$ cat config.mk
export PLATFORM = sky130hd
export DESIGN_NAME = romaji_to_hiragana_tail
export DESIGN_NICKNAME = d
export VERILOG_FILES = /design/src/design/rth_pkg.sv /design/src/design/rth_vowel.sv /design/src/design/rth_decode.sv /design/src/design/romaji_to_hiragana_tail.sv
export SDC_FILE = /design/constraint.sdc
export NUM_CORES = 1
export LEC_CHECK = 0
export BUFFER_PORTS_ARGS = -buffer_cell sky130_fd_sc_hd__buf_2
export CAP_MARGIN = 15
export CELL_PAD_IN_SITES_DETAIL_PLACEMENT = 1
export CELL_PAD_IN_SITES_GLOBAL_PLACEMENT = 2
export CORE_UTILIZATION = 39
export CTS_BUF_LIST = sky130_fd_sc_hd__clkbuf_8
export CTS_CLUSTER_SIZE = 16
export DETAILED_ROUTE_END_ITERATION = 7
export PLACE_DENSITY = 0.88
export SLEW_MARGIN = 20
export SYNTH_ARGS = -nofsm -noshare
export SYNTH_HDL_FRONTEND = slang
export SYNTH_SLANG_ARGS = --single-unit
$ cat constraint.sdc
create_clock -name clock -period 12.4 [get_ports clock]
set_input_delay 1.86 -clock clock [delete_from_list [all_inputs] [get_ports clock]]
set_output_delay 1.86 -clock clock [all_outputs]
set_load 0.01 [all_outputs]
$ cat src/design/rth_pkg.sv
// ----------------------------------------------------------------------------
// rth_pkg: shared types and constants for the romaji to hiragana tail block
// Holds the result beat layout, the fixed kana code points and the helper
// functions that fold ASCII letters and pick palatal base kana.
// ----------------------------------------------------------------------------
package rth_pkg;

   localparam int unsigned CHAR_W  = 21;
   localparam int unsigned KANA_W  = 16;
   localparam int unsigned COUNT_W = 2;

   localparam logic [KANA_W-1:0] KANA_NONE      = 16'd0;
   localparam logic [KANA_W-1:0] KANA_SMALL_YA  = 16'd12419;
   localparam logic [KANA_W-1:0] KANA_SMALL_YU  = 16'd12421;
   localparam logic [KANA_W-1:0] KANA_SMALL_YO  = 16'd12423;
   localparam logic [KANA_W-1:0] KANA_SYL_N     = 16'd12435;
   localparam logic [KANA_W-1:0] KANA_SMALL_TSU = 16'd12387;
   localparam logic [KANA_W-1:0] KANA_SHI       = 16'd12375;
   localparam logic [KANA_W-1:0] KANA_CHI       = 16'd12385;
   localparam logic [KANA_W-1:0] KANA_JI        = 16'd12376;
   localparam logic [KANA_W-1:0] MARK_COMMA     = 16'd12289;
   localparam logic [KANA_W-1:0] MARK_STOP      = 16'd12290;
   localparam logic [KANA_W-1:0] MARK_SPACE     = 16'd12288;
   localparam logic [KANA_W-1:0] MARK_YEN       = 16'd165;
   localparam logic [KANA_W-1:0] MARK_LONG      = 16'd12540;
   localparam logic [KANA_W-1:0] MARK_WAVE      = 16'd12316;
   localparam logic [KANA_W-1:0] MARK_LBRACKET  = 16'd12304;
   localparam logic [KANA_W-1:0] MARK_RBRACKET  = 16'd12305;

   localparam logic [COUNT_W-1:0] COUNT_NONE = 2'd0;
   localparam logic [COUNT_W-1:0] COUNT_ONE  = 2'd1;
   localparam logic [COUNT_W-1:0] COUNT_TWO  = 2'd2;

   typedef struct packed {
      logic [COUNT_W-1:0] count;
      logic [KANA_W-1:0]  second;
      logic [KANA_W-1:0]  first;
   } kana_type;

   // Lowercase ASCII code of a code point; anything outside ASCII folds to zero.
   function automatic logic [7:0] lower_ascii(input logic [CHAR_W-1:0] c);
      logic [7:0] code;
      code = {1'b0, c[6:0]};
      if (c[CHAR_W-1:7] != '0) begin
         return 8'd0;
      end else if (code >= "A" && code <= "Z") begin
         return code + 8'd32;
      end
      return code;
   endfunction

   function automatic logic is_vowel(input logic [7:0] l);
      return (l == "a") || (l == "i") || (l == "u") || (l == "e") || (l == "o");
   endfunction

   // i-row kana that takes a small ya/yu/yo, zero when the letter has none.
   function automatic logic [KANA_W-1:0] palatal_base(input logic [7:0] l);
      logic [KANA_W-1:0] k;
      unique case (l)
         "k":     k = 16'd12365;
         "n":     k = 16'd12395;
         "h":     k = 16'd12402;
         "m":     k = 16'd12415;
         "r":     k = 16'd12426;
         "g":     k = 16'd12366;
         "b":     k = 16'd12403;
         "p":     k = 16'd12404;
         default: k = KANA_NONE;
      endcase
      return k;
   endfunction

endpackage

$ cat src/design/rth_vowel.sv
// ----------------------------------------------------------------------------
// rth_vowel: kana for a vowel and the letters before it
// Resolves palatal, h-row, j and plain consonant rows for one vowel given the
// two preceding lowercase letters.
// ----------------------------------------------------------------------------
module rth_vowel (
   input  logic [7:0]       vowel,
   input  logic [7:0]       l2,
   input  logic [7:0]       l3,
   output rth_pkg::kana_type kana
);

   logic [rth_pkg::KANA_W-1:0] small_kana;
   logic [rth_pkg::KANA_W-1:0] pal_base;
   logic [rth_pkg::KANA_W-1:0] row_kana;
   logic                       pal;

   assign small_kana = (vowel == "a") ? rth_pkg::KANA_SMALL_YA :
                       (vowel == "u") ? rth_pkg::KANA_SMALL_YU : rth_pkg::KANA_SMALL_YO;
   assign pal      = (vowel == "a") || (vowel == "u") || (vowel == "o");
   assign pal_base = rth_pkg::palatal_base(l3);

   always_comb begin
      unique case (vowel)
         "a": begin
            unique case (l2)
               "s":     row_kana = 16'd12373;
               "k":     row_kana = 16'd12363;
               "t":     row_kana = 16'd12383;
               "n":     row_kana = 16'd12394;
               "m":     row_kana = 16'd12414;
               "r":     row_kana = 16'd12425;
               "w":     row_kana = 16'd12431;
               "g":     row_kana = 16'd12364;
               "z":     row_kana = 16'd12374;
               "d":     row_kana = 16'd12384;
               "b":     row_kana = 16'd12400;
               "p":     row_kana = 16'd12401;
               default: row_kana = 16'd12354;
            endcase
         end
         "i": begin
            unique case (l2)
               "k":     row_kana = 16'd12365;
               "n":     row_kana = 16'd12395;
               "m":     row_kana = 16'd12415;
               "r":     row_kana = 16'd12426;
               "g":     row_kana = 16'd12366;
               "z":     row_kana = 16'd12376;
               "d":     row_kana = 16'd12376;
               "j":     row_kana = 16'd12376;
               "b":     row_kana = 16'd12403;
               "p":     row_kana = 16'd12404;
               default: row_kana = 16'd12356;
            endcase
         end
         "u": begin
            unique case (l2)
               "s":     row_kana = (l3 == "t") ? 16'd12388 : 16'd12377;
               "k":     row_kana = 16'd12367;
               "n":     row_kana = 16'd12396;
               "m":     row_kana = 16'd12416;
               "r":     row_kana = 16'd12427;
               "g":     row_kana = 16'd12368;
               "z":     row_kana = 16'd12378;
               "d":     row_kana = 16'd12378;
               "b":     row_kana = 16'd12406;
               "p":     row_kana = 16'd12407;
               "v":     row_kana = 16'd12436;
               default: row_kana = 16'd12358;
            endcase
         end
         "e": begin
            unique case (l2)
               "h":     row_kana = 16'd12408;
               "s":     row_kana = 16'd12379;
               "k":     row_kana = 16'd12369;
               "t":     row_kana = 16'd12390;
               "n":     row_kana = 16'd12397;
               "m":     row_kana = 16'd12417;
               "r":     row_kana = 16'd12428;
               "g":     row_kana = 16'd12370;
               "z":     row_kana = 16'd12380;
               "d":     row_kana = 16'd12391;
               "b":     row_kana = 16'd12409;
               "p":     row_kana = 16'd12410;
               default: row_kana = 16'd12360;
            endcase
         end
         default: begin
            unique case (l2)
               "s":     row_kana = 16'd12381;
               "k":     row_kana = 16'd12371;
               "t":     row_kana = 16'd12392;
               "n":     row_kana = 16'd12398;
               "m":     row_kana = 16'd12418;
               "r":     row_kana = 16'd12429;
               "w":     row_kana = 16'd12434;
               "g":     row_kana = 16'd12372;
               "z":     row_kana = 16'd12382;
               "d":     row_kana = 16'd12393;
               "b":     row_kana = 16'd12412;
               "p":     row_kana = 16'd12413;
               default: row_kana = 16'd12362;
            endcase
         end
      endcase
   end

   always_comb begin
      kana.first  = row_kana;
      kana.second = rth_pkg::KANA_NONE;
      kana.count  = rth_pkg::COUNT_ONE;
      priority if (pal && l2 == "y") begin
         if (pal_base != rth_pkg::KANA_NONE) begin
            kana.first  = pal_base;
            kana.second = small_kana;
            kana.count  = rth_pkg::COUNT_TWO;
         end else begin
            kana.first = (vowel == "a") ? 16'd12420 :
                         (vowel == "u") ? 16'd12422 : 16'd12424;
         end
      end else if (l2 == "h" || (vowel == "u" && l2 == "f")) begin
         if (vowel != "e" && (l3 == "s" || l3 == "c")) begin
            kana.first = (l3 == "s") ? rth_pkg::KANA_SHI : rth_pkg::KANA_CHI;
            if (vowel != "i") begin
               kana.second = small_kana;
               kana.count  = rth_pkg::COUNT_TWO;
            end
         end else begin
            kana.first = (vowel == "a") ? 16'd12399 :
                         (vowel == "i") ? 16'd12402 :
                         (vowel == "u") ? 16'd12405 :
                         (vowel == "e") ? 16'd12408 : 16'd12411;
         end
      end else if (pal && l2 == "j") begin
         kana.first  = rth_pkg::KANA_JI;
         kana.second = small_kana;
         kana.count  = rth_pkg::COUNT_TWO;
      end else begin
         kana.first = row_kana;
      end
   end

endmodule

$ cat src/design/rth_decode.sv
// ----------------------------------------------------------------------------
// rth_decode: kana for the text ending at the newest character
// Combines the vowel path with the syllabic n, punctuation, small tsu and
// symbol pass-through rules, in priority order.
// ----------------------------------------------------------------------------
module rth_decode (
   input  logic [rth_pkg::CHAR_W-1:0] c1,
   input  logic [rth_pkg::CHAR_W-1:0] c2,
   input  logic [rth_pkg::CHAR_W-1:0] c3,
   output rth_pkg::kana_type          kana
);

   logic [7:0]        l1;
   logic [7:0]        l2;
   logic [7:0]        l3;
   logic              tsu_letter;
   logic              pass_symbol;
   rth_pkg::kana_type vowel_kana;

   assign l1 = rth_pkg::lower_ascii(c1);
   assign l2 = rth_pkg::lower_ascii(c2);
   assign l3 = rth_pkg::lower_ascii(c3);

   assign tsu_letter  = (c1 > 21'd65 && c1 < 21'd91) || (c1 > 21'd97 && c1 < 21'd123);
   assign pass_symbol = (c1 > 21'd32 && c1 < 21'd65) || (c1 > 21'd90 && c1 < 21'd96) ||
                        (c1 > 21'd122 && c1 < 21'd126);

   rth_vowel u_vowel (
      .vowel (l1),
      .l2    (l2),
      .l3    (l3),
      .kana  (vowel_kana)
   );

   always_comb begin
      kana.first  = rth_pkg::KANA_NONE;
      kana.second = rth_pkg::KANA_NONE;
      kana.count  = rth_pkg::COUNT_ONE;
      priority if (rth_pkg::is_vowel(l1)) begin
         kana = vowel_kana;
      end else if (l1 != "y" && l2 == "n") begin
         kana.first = rth_pkg::KANA_SYL_N;
      end else if (c1 == 21'd44) begin
         kana.first = rth_pkg::MARK_COMMA;
      end else if (c1 == 21'd46) begin
         kana.first = rth_pkg::MARK_STOP;
      end else if (c1 == 21'd32) begin
         kana.first = rth_pkg::MARK_SPACE;
      end else if (c1 == 21'd36) begin
         kana.first = rth_pkg::MARK_YEN;
      end else if (c1 == 21'd45) begin
         kana.first = rth_pkg::MARK_LONG;
      end else if (c1 == 21'd126) begin
         kana.first = rth_pkg::MARK_WAVE;
      end else if (c1 == 21'd40) begin
         kana.first = rth_pkg::MARK_LBRACKET;
      end else if (c1 == 21'd41) begin
         kana.first = rth_pkg::MARK_RBRACKET;
      end else if (c1 == c2 && tsu_letter) begin
         kana.first = rth_pkg::KANA_SMALL_TSU;
      end else if (pass_symbol) begin
         kana.first = c1[rth_pkg::KANA_W-1:0];
      end else begin
         kana.count = rth_pkg::COUNT_NONE;
      end
   end

endmodule

$ cat src/design/romaji_to_hiragana_tail.sv
// ----------------------------------------------------------------------------
// romaji_to_hiragana_tail: streaming romaji to hiragana transliterator
// Takes one code point per beat, keeps the two before it and returns the
// hiragana for the text that ends at each character.
//
//   Channel | Dir | Beat contents
//   req_*   | in  | tdata: char_in[20:0]; tuser: start_of_text
//   rsp_*   | out | tdata: kana_first, kana_second, kana_count
//
// One beat in and one beat out per cycle while rsp_tready holds; each beat
// passes an input register and a result register around one decode pass.
// The history advances when a beat moves from the input to the result register.
// Reset clears both valid flags and the history to the absent character.
// A stalled result holds the input register, and req_tready falls with it.
// ----------------------------------------------------------------------------
module romaji_to_hiragana_tail (
   input  logic        clock,
   input  logic        reset,
   input  logic        req_tvalid,
   output logic        req_tready,
   input  logic [23:0] req_tdata,   // [20:0] char_in, [23:21] zero
   input  logic [0:0]  req_tuser,   // [0] start_of_text
   output logic        rsp_tvalid,
   input  logic        rsp_tready,
   output logic [39:0] rsp_tdata    // [15:0] kana_first, [31:16] kana_second,
                                    // [33:32] kana_count, [39:34] zero
);

   logic                       in_valid_ff;
   logic                       in_valid_in;
   logic [rth_pkg::CHAR_W-1:0] in_char_ff;
   logic                       in_start_ff;
   logic [rth_pkg::CHAR_W-1:0] prev_ff;
   logic [rth_pkg::CHAR_W-1:0] prev_in;
   logic [rth_pkg::CHAR_W-1:0] prev2_ff;
   logic [rth_pkg::CHAR_W-1:0] prev2_in;
   logic                       out_valid_ff;
   logic                       out_valid_in;
   rth_pkg::kana_type          out_kana_ff;
   rth_pkg::kana_type          kana;
   logic [rth_pkg::CHAR_W-1:0] c2;
   logic [rth_pkg::CHAR_W-1:0] c3;
   logic                       req_take;
   logic                       advance;

   assign advance    = in_valid_ff && (!out_valid_ff || rsp_tready);
   assign req_tready = !in_valid_ff || advance;
   assign req_take   = req_tvalid && req_tready;

   assign c2 = in_start_ff ? '0 : prev_ff;
   assign c3 = in_start_ff ? '0 : prev2_ff;

   rth_decode u_decode (
      .c1   (in_char_ff),
      .c2   (c2),
      .c3   (c3),
      .kana (kana)
   );

   assign in_valid_in  = req_take || (in_valid_ff && !advance);
   assign out_valid_in = advance || (out_valid_ff && !rsp_tready);
   assign prev_in      = advance ? in_char_ff : prev_ff;
   assign prev2_in     = advance ? c2 : prev2_ff;

   always_ff @(posedge clock) begin
      if (reset) begin
         in_valid_ff  <= 1'b0;
         out_valid_ff <= 1'b0;
         prev_ff      <= '0;
         prev2_ff     <= '0;
      end else begin
         in_valid_ff  <= in_valid_in;
         out_valid_ff <= out_valid_in;
         prev_ff      <= prev_in;
         prev2_ff     <= prev2_in;
      end
   end

   always_ff @(posedge clock) begin
      if (req_take) begin
         in_char_ff  <= req_tdata[rth_pkg::CHAR_W-1:0];
         in_start_ff <= req_tuser[0];
      end
      if (advance) begin
         out_kana_ff <= kana;
      end
   end

   assign rsp_tvalid = out_valid_ff;
   assign rsp_tdata  = {6'd0, out_kana_ff.count, out_kana_ff.second, out_kana_ff.first};

   a_result_follows: assert property (@(posedge clock) disable iff (reset)
      advance |=> rsp_tvalid)
      else $error("decoded beat did not reach the result register");

   a_empty_is_zero: assert property (@(posedge clock) disable iff (reset)
      (rsp_tvalid && out_kana_ff.count == rth_pkg::COUNT_NONE) |->
      (out_kana_ff.first == rth_pkg::KANA_NONE && out_kana_ff.second == rth_pkg::KANA_NONE))
      else $error("empty result carries a code point");

   a_single_no_second: assert property (@(posedge clock) disable iff (reset)
      (rsp_tvalid && out_kana_ff.count == rth_pkg::COUNT_ONE) |->
      out_kana_ff.second == rth_pkg::KANA_NONE)
      else $error("single kana result carries a second code point");

   a_pair_small: assert property (@(posedge clock) disable iff (reset)
      (rsp_tvalid && out_kana_ff.count == rth_pkg::COUNT_TWO) |->
      (out_kana_ff.second == rth_pkg::KANA_SMALL_YA ||
       out_kana_ff.second == rth_pkg::KANA_SMALL_YU ||
       out_kana_ff.second == rth_pkg::KANA_SMALL_YO))
      else $error("pair result without small ya/yu/yo");

   a_history_hold: assert property (@(posedge clock) disable iff (reset)
      !advance |=> ($stable(prev_ff) && $stable(prev2_ff)))
      else $error("history moved without a decoded beat");

endmodule

# Word level (Yosys, flattened, before mapping)
# Cells that the tools add are included.
# W data, S select, Z words.
dict set report totals {
  out_inout_bits 42
  register_bits 100
  latchBits 0
  input_bits 29
  wordCells 183
  n_memories 0
  mem_bits_rw 0
  rom_bits 0
}
dict set report classes {
  n_mux 67
  eq_ne 45
  mul 0
  n_reduce_logical 43
  n_addsub 3
  n_bitwise 0
  order_cmp 16
  n_div 0
  shifts 0
}
# operator n
set ops {}
lappend ops {{$pmux W8 S12} 3}
lappend ops {{$eq A8 B7 Y1 const B} 33}
lappend ops {{$mux W16} 14}
lappend ops {{$eq A21 B6 Y1 const B} 7}
lappend ops {{$pmux W14 S8} 1}
lappend ops {{$lt A21 B7 Y1 const B} 5}
lappend ops {{$gt A21 B7 Y1 const B} 4}
lappend ops {{$pmux W8 S10} 1}
lappend ops {{$mux W18} 4}
lappend ops {{$mux W8} 9}
lappend ops {{$mux W34} 2}
lappend ops {{$pmux W16 S4} 1}
lappend ops {{$pmux W8 S8} 1}
lappend ops {{$mux W21} 2}
lappend ops {{$reduce_bool A14 Y1} 3}
lappend ops {{$mux W2} 13}
lappend ops {{$add A7 B6 Y8 const B} 3}
lappend ops {{$ne A8 B7 Y1 const B} 3}
lappend ops {{$eq A21 B21 Y1} 1}
lappend ops {{$eq A21 B7 Y1 const B} 1}
lappend ops {{$ge A7 B7 Y1 const B} 3}
lappend ops {{$gt A21 B6 Y1 const B} 1}
lappend ops {{$le A7 B7 Y1 const B} 3}
lappend ops {{$logic_and A1 B1 Y1} 18}
lappend ops {{other kinds (10)} 38}

# Depth between registers and ports, before layout
# Gate-level depths: netlist (run 1).
dict set report logic_depth {
  word_depth 16
  mapped_depth 17
  depth_no_buf 13
}

# Modules after synthesis
# From an unflattened synthesis (run 1), not the netlist that was laid out.
dict set report hier_totals {
  cells_unflattened 956
  area_unflattened_um2 7855.0
}
# module n_inst area_per_inst_um2 cells_per_inst seq_area_each_um2
set modules_own_cells {}
lappend modules_own_cells {romaji_to_hiragana_tail 1 3694.8 312 2562.5}
lappend modules_own_cells {rth_vowel 1 2427.3 382 0.0}
lappend modules_own_cells {rth_decode 1 1732.9 262 0.0}

# Least setup slack after synthesis (run 1)
# Ideal clock, no wire load.
dict set report synth_path {
  kind {input-to-output}
  from {in rsp_tready}
  to {out req_tready}
  path_buffers 0
  cell_stages 2
  t_arrival_ps 2157
  path_slack_ps 8383
  t_required_ps 10540
  path_cell_list {nor2b_1 > nand2_1}
}
dict set report synth_between {
  elab_chain_cells 3
}
# item line
set synth_rtl {}
lappend synth_rtl {{start, declared} romaji_to_hiragana_tail.sv:24} ;# input logic rsp_tready,
lappend synth_rtl {{$logic_or A1 B1 Y1} romaji_to_hiragana_tail.sv:46} ;# assign advance = in_valid_ff && (!out_valid_ff || rsp_tready);
lappend synth_rtl {{$logic_and A1 B1 Y1} romaji_to_hiragana_tail.sv:46}
lappend synth_rtl {{$logic_or A1 B1 Y1} romaji_to_hiragana_tail.sv:47} ;# assign req_tready = !in_valid_ff || advance;
lappend synth_rtl {{end, declared} romaji_to_hiragana_tail.sv:20} ;# output logic req_tready,
# Every way passes these cells.

==> flow_summary.toml, run 1 <==
[floorplan]
core_area_um2 = 16640
rows = 47
dieArea_um2 = 17680
start_util_pct = 40.18
die_h_um = 133.0
io_pins = 71
die_w_um = 133.0

[logic_synthesis]
ys_async_sr_fraction_pct = 0
synth_top_area_cell = "edfxtp_1"
synth_area_um2 = 6688
synth_seq_cells = 86
synth.avg_cell_area_um2 = 7.722
synth_common_cells = "nand2_1 (102), a21oi_1 (96), nor2_1 (87)"
synth_top_area_share_pct = 18.86
syn_inst = 866
yosysMostFrequentCell = "nand2_1"
synth_area_leaders = "edfxtp_1 (19%), dfxtp_1 (13%), a21oi_1 (7.2%)"
synth_top_flop_cell = "dfxtp_1"
ys_warn_count = 0
ys_seq_area_share_pct = 32.03
synth_edf_count = 42
yosysUniqueCellTypes = 84

[job]
drv_cap = 0

[clocking]
cts_tree = "yes"
numCtsBuffers = 9
h-tree-depth = 3
ctsHoldBuffers = 0
post_cts_buffers = 0
cts.sinks = 86
cts_resized = 0
clock_path_buffers = 2
clk_pin_slew_ns = 0.09
cts-root-buf = "clkbuf_8"
insertion_delay_ns = 0.38

[sta]
slew_headroom_pct = 30.04
rsz0062_at_grt = "no"
tightest_slew_ns = 1.049
setup_tns_ns = 0
setup_viol = 0
max_freq_mhz = 226.4
period_needed_ns = 4.417
finClkSkew_ns = 0.01694
maxSlewViolCount = 0
hold_viol_final = 0
fin_crit_sh_pct = 35.62

[critical_path]
crit-reg2reg-launch = "in_start_ff"
cp_common_cell = "buf_4"
cp_slowest_cell = "a2111oi_0"
worst-path-buf-inv = 2
ff2ff_path_depth = 12
crit_type = "reg -> reg"
cp.arrival_ns = 4.53
rrSetupSlack_ns = 7.98
worstSetupEndpointType = "flip-flop"
start_kind = "flip-flop"
crit_chain = "buf_4, nor2b_1, ha_1, or3_1, a2111oi_4, o21ai_1, buf_4, a21oi_1, o2111ai_1, a2111oi_0, a22o_1, a22oi_1"
crit_fanout = 46
cp.required_ns = 12.51
crit_family = "compound AO/OA/AOI/OAI gates"
slowest_delay_ns = 0.75
rr_endpoint = "rsp_tdata[2]"

[drt]
drtIter0Drc = 422
drc = 0
wl_per_cell_um = 21.65
vias = 6880
antenna_left = 0
dr.pass1.iters = 4
vias_per_cell = 6.249
wl_mm = 23.84

[global_routing]
antenna_found_initial = 0
grt_pass1_vias = 6877
grt_max_degree = 60
grt_use_total_pct = 27.45
grt_pass1_wl_mm = 37.64
gr-total-overflow = 0

[placement]
placed_area_um2 = 6982
port_buffers = 51
dp_hpwl_mm = 17.91
gp_congestion = 0.9687
dp_cells = 1085

[cells_and_area]
final_area_um2 = 7161
layout.nets = 913
final_core_util_pct = 43.03
drive_gt1_share_pct = 11.69
final_cells = 1101
diodes = 0
area_growth_pct = 7.072

[pwr]
p_leak_nw = 2.438
p_per_area_nw_per_um2 = 85.10
vdd_drop_max_uv = 84.34
power.total_mw = 0.6094

[worst_hold_path]
hp-start = "prev_ff[5]"
holdCritPathClass = "reg -> reg"
min_to = "prev_ff[5]"
hold_depth = 2

[run_status]
outcome = "completed"
## registers in the layout, summed over array words and instances, names as in the netlist
| signal | count |
|---|---|
| in_char_ff | 21 |
| prev2_ff | 21 |
| prev_ff | 21 |
| rsp_tdata | 20 |
| in_start_ff | 1 |
| in_valid_ff | 1 |
| rsp_tvalid | 1 |
## worst max path at each step
stage           startpoint      endpoint  cells past startpoint
2_1_floorplan   rsp_tready    req_tready                      2
3_3_place_gp   in_start_ff  rsp_tdata[2]                     12
3_5_place_dp   in_start_ff  rsp_tdata[2]                     12
4_1_cts        in_start_ff  rsp_tdata[2]                     12
5_1_grt        prev_ff[12]  rsp_tdata[2]                      9
6_report       in_start_ff  rsp_tdata[2]                     12
## cell type report
cell class | instances | area, um^2
multi-input cells | 693 | 4129
flip-flops and latches | 86 | 2142
clock buffers | 9 | 123.9
clock inverters | 7 | 55.05
well taps | 220 | 275.3
inverters | 22 | 82.58
fillers | 2083 | 9482
repair buffers | 64 | 352.8
## logic make-up (layout without fill, tap and decap cells)
family / after synthesis / count (layout) / synth area share, %
buffers and inverters: 108 / 102 / 7.409
other: 1 / 22 / 0.05607
XOR/XNOR: 15 / 15 / 1.965
multiplexers: 3 / 3 / 0.4677
AO/OA/AOI/OAI: 279 / 279 / 28.03
adder cells (fa/ha/maj): 8 / 8 / 1.497
flip-flops: 86 / 86 / 32.03
AND/OR/NAND/NOR: 366 / 366 / 28.55
## worst reg2reg max path, cell delays in order, from the launching register on
cell and delay, ns:
edfxtp_1 0.36, buf_4 0.30, nor2b_1 0.42, ha_1 0.31, or3_1 0.36, a2111oi_4 0.58
o21ai_1 0.11, buf_4 0.20, a21oi_1 0.25, o2111ai_1 0.14, a2111oi_0 0.75, a22o_1 0.27
a22oi_1 0.10
## layout by cell type, fill, tap and decap left out, types with 7 or more instances in the layout
cell type	instances
nand3_1	13
nor4bb_1	8
nor2b_1	21
dfxtp_1	44
xnor2_1	13
o2111ai_1	10
inv_1	21
a21oi_1	96
a31oi_1	16
buf_2	51
o21ai_0	41
conb_1	22
buf_4	13
edfxtp_1	42
o211ai_1	7
clkbuf_8	9
nor4_1	17
nor2_1	87
nand2b_1	12
nand2_1	102
ha_1	8
and3_1	17
nor3_1	27
o22ai_1	8
## through the flow
step           worst slack (ns)  hold WS, ns
2_1_floorplan             8.383       0.4453
3_3_place_gp              8.036       0.4671
3_5_place_dp              8.041       0.4794
4_1_cts                   8.014       0.4930
5_1_grt                   7.782       0.5081
6_report                  7.983       0.4896
## routing by layer
metal / global-route usage [%] / up-vias / share of wire (%)
met5: 0 / - / 0
met3: 5.977 / 43 / 5.5
met4: 10.92 / 0 / 3.0
met2: 45.40 / 207 / 47
li1: - / 3218 / -
met1: 34.66 / 3412 / 44
## power breakdown
group / internal (mW) / switching [mW]
Clock: 0.0746 / 0.107
Combinational: 0.0315 / 0.0693
Sequential: 0.310 / 0.0174
Total: 0.416 / 0.193
Note: power is estimated with default switching activity, not from simulation.
==> run 2: changes to the inputs <==
- CORE_UTILIZATION: 39 -> 36
- PLACE_DENSITY: 0.88 -> 0.83
- clock period: 12.4 -> 4.23 ns (I/O delays scaled with it)
==> flow_summary.toml, run 2 (synthesis gave the netlist of run 1 again) <==
[worst_hold_path]
holdCritPathClass = "in -> reg"

[drt]
dr.pass1.iters = 7
wl_per_cell_um = 20.79
vias = 6994
drtIter0Drc = 514
antenna_left = 0
wl_mm = 23.68
vias_per_cell = 6.140
drc = 6

[pwr]
combPwrFrac_pct = 17.1
internal_power_mw = 1.305
vdd_drop_max_uv = 312.2
p_switching_mw = 0.5995
p_leak_nw = 2.607
p_per_area_nw_per_um2 = 256.2
p_clk_share_pct = 33.1
switching_share_pct = 31.49
p_seq_share_pct = 49.8

[cells_and_area]
diodes = 0
final_core_util_pct = 41.09
top_regs = "in_char_ff x21, prev2_ff x21, prev_ff x21"
area_growth_pct = 11.13
drive_gt1_share_pct = 14.73
layout_common_cells = "nand2_1 (102), a21oi_1 (96), nor2_1 (87)"
layout_commonest_cell = "nand2_1"
layout.nets = 942

[clocking]
insertion_delay_ns = 0.39
cts_tree = "yes"
h-tree-depth = 3
clock_path_buffers = 2
post_cts_buffers = 0
cts.sinks = 86
clk_pin_slew_ns = 0.10
numCtsBuffers = 9
cts-root-buf = "clkbuf_8"
ctsHoldBuffers = 0
cts_resized = 0

[critical_path]
cp.arrival_ns = 4.06
start_kind = "flip-flop"
crit_type = "reg -> reg"
rrSetupSlack_ns = 0.35
crit_fanout = 14
worstSetupEndpointType = "flip-flop"
cp.required_ns = 4.41

[sta]
slew_headroom_pct = 28.80
rsz0062_at_grt = "no"
period_needed_ns = 3.878
finClkSkew_ns = 0.01353
setup_tns_ns = 0
hold_viol_final = 0
maxSlewViolCount = 0
setup_viol = 0
max_freq_mhz = 257.9
tightest_slew_ns = 1.041
fin_crit_sh_pct = 91.67

[global_routing]
grt_max_degree = 60
grt_pass1_vias = 6860
gr-total-overflow = 0
grt_use_total_pct = 24.98
antenna_found_initial = 0
grt_pass1_wl_mm = 37.64

[run_status]
outcome = "finished with violations"
violations = "DRC"

[floorplan]
io_pins = 71
dieArea_um2 = 19130
die_w_um = 138.3
die_h_um = 138.3
rows = 49
start_util_pct = 36.98
core_area_um2 = 18090

[placement]
port_buffers = 51
dp_hpwl_mm = 17.67
gp_congestion = 0.9288

[job]
drv_cap = 0
==> run 2: cell types whose count changed in the layout (fill, tap and decap cells not counted), sizes merged <==
cell,delta
bufinv,+1
clkinv,+2
clkinvlp,-2
buf,+29
inv,-1
==> run 2: worst max-delay path, cell delays in order, from the launching register on <==
cell       delay, ns
dfxtp_1         0.60
buf_4           0.28
buf_4           0.17
nand2b_1        0.09
nor3_1          0.50
and3_1          0.26
nor2_1          0.13
a2111oi_0       0.92
a221o_1         0.30
nor4_1          0.06
a221oi_1        0.35
==> run 2: power by group through the flow <==
stage	Clock, mW	Combinational [mW]	Sequential [mW]
5_1_grt	0.677	0.357	0.953
3_3_place_gp	0	0.317	0.965
3_5_place_dp	0	0.322	0.967
6_report	0.631	0.325	0.948
2_1_floorplan	0	0.226	0.953
4_1_cts	0.651	0.323	0.948
==> run 2: path summary, 6_finish.rpt <==
check	start	endpoint	cells after the start
setup / recovery	prev_ff[1]	rsp_tdata[4]	10
hold / removal	req_tdata[9]	in_char_ff[9]	1
hold reg to reg	prev2_ff[14]	prev2_ff[14]	2
setup reg to reg	prev_ff[1]	rsp_tdata[4]	10
==> run 2: routing by layer <==
layer	share of wire [%]	up-vias	track usage (%)	routed length, um
li1	-	3281	-	-
met1	45	3461	31.50	10620
met2	48	199	42.75	11440
met3	4.1	53	4.191	962
met4	2.8	0	9.403	668
met5	0	-	0	0
==> run 2: area by class of cell <==
type	count	area, um^2
inverter	22	83.83
timing repair buffer	93	570.5
clock buffer	9	123.9
sequential	86	2142
tap	229	286.5
multi-input combinational	693	4133
fill	2250	10650
clock inverter	7	92.59
==> run 2: metrics by stage <==
step / cell area, um^2 / instances / hold WS, ns / power (mW) / setup slack (ns)
after floorplan: 6766 / 887 / 0.4453 / 1.179 / 0.2225
after global placement: 7213 / 1123 / 0.4640 / 1.282 / 0.5642
after detailed placement: 7213 / 1123 / 0.4803 / 1.289 / 0.3928
after CTS: 7430 / 1139 / 0.3841 / 1.921 / 0.3431
after global routing: 7432 / 1139 / 0.3923 / 1.986 / 0.07152
final: 7432 / 1139 / 0.4108 / 1.904 / 0.3524
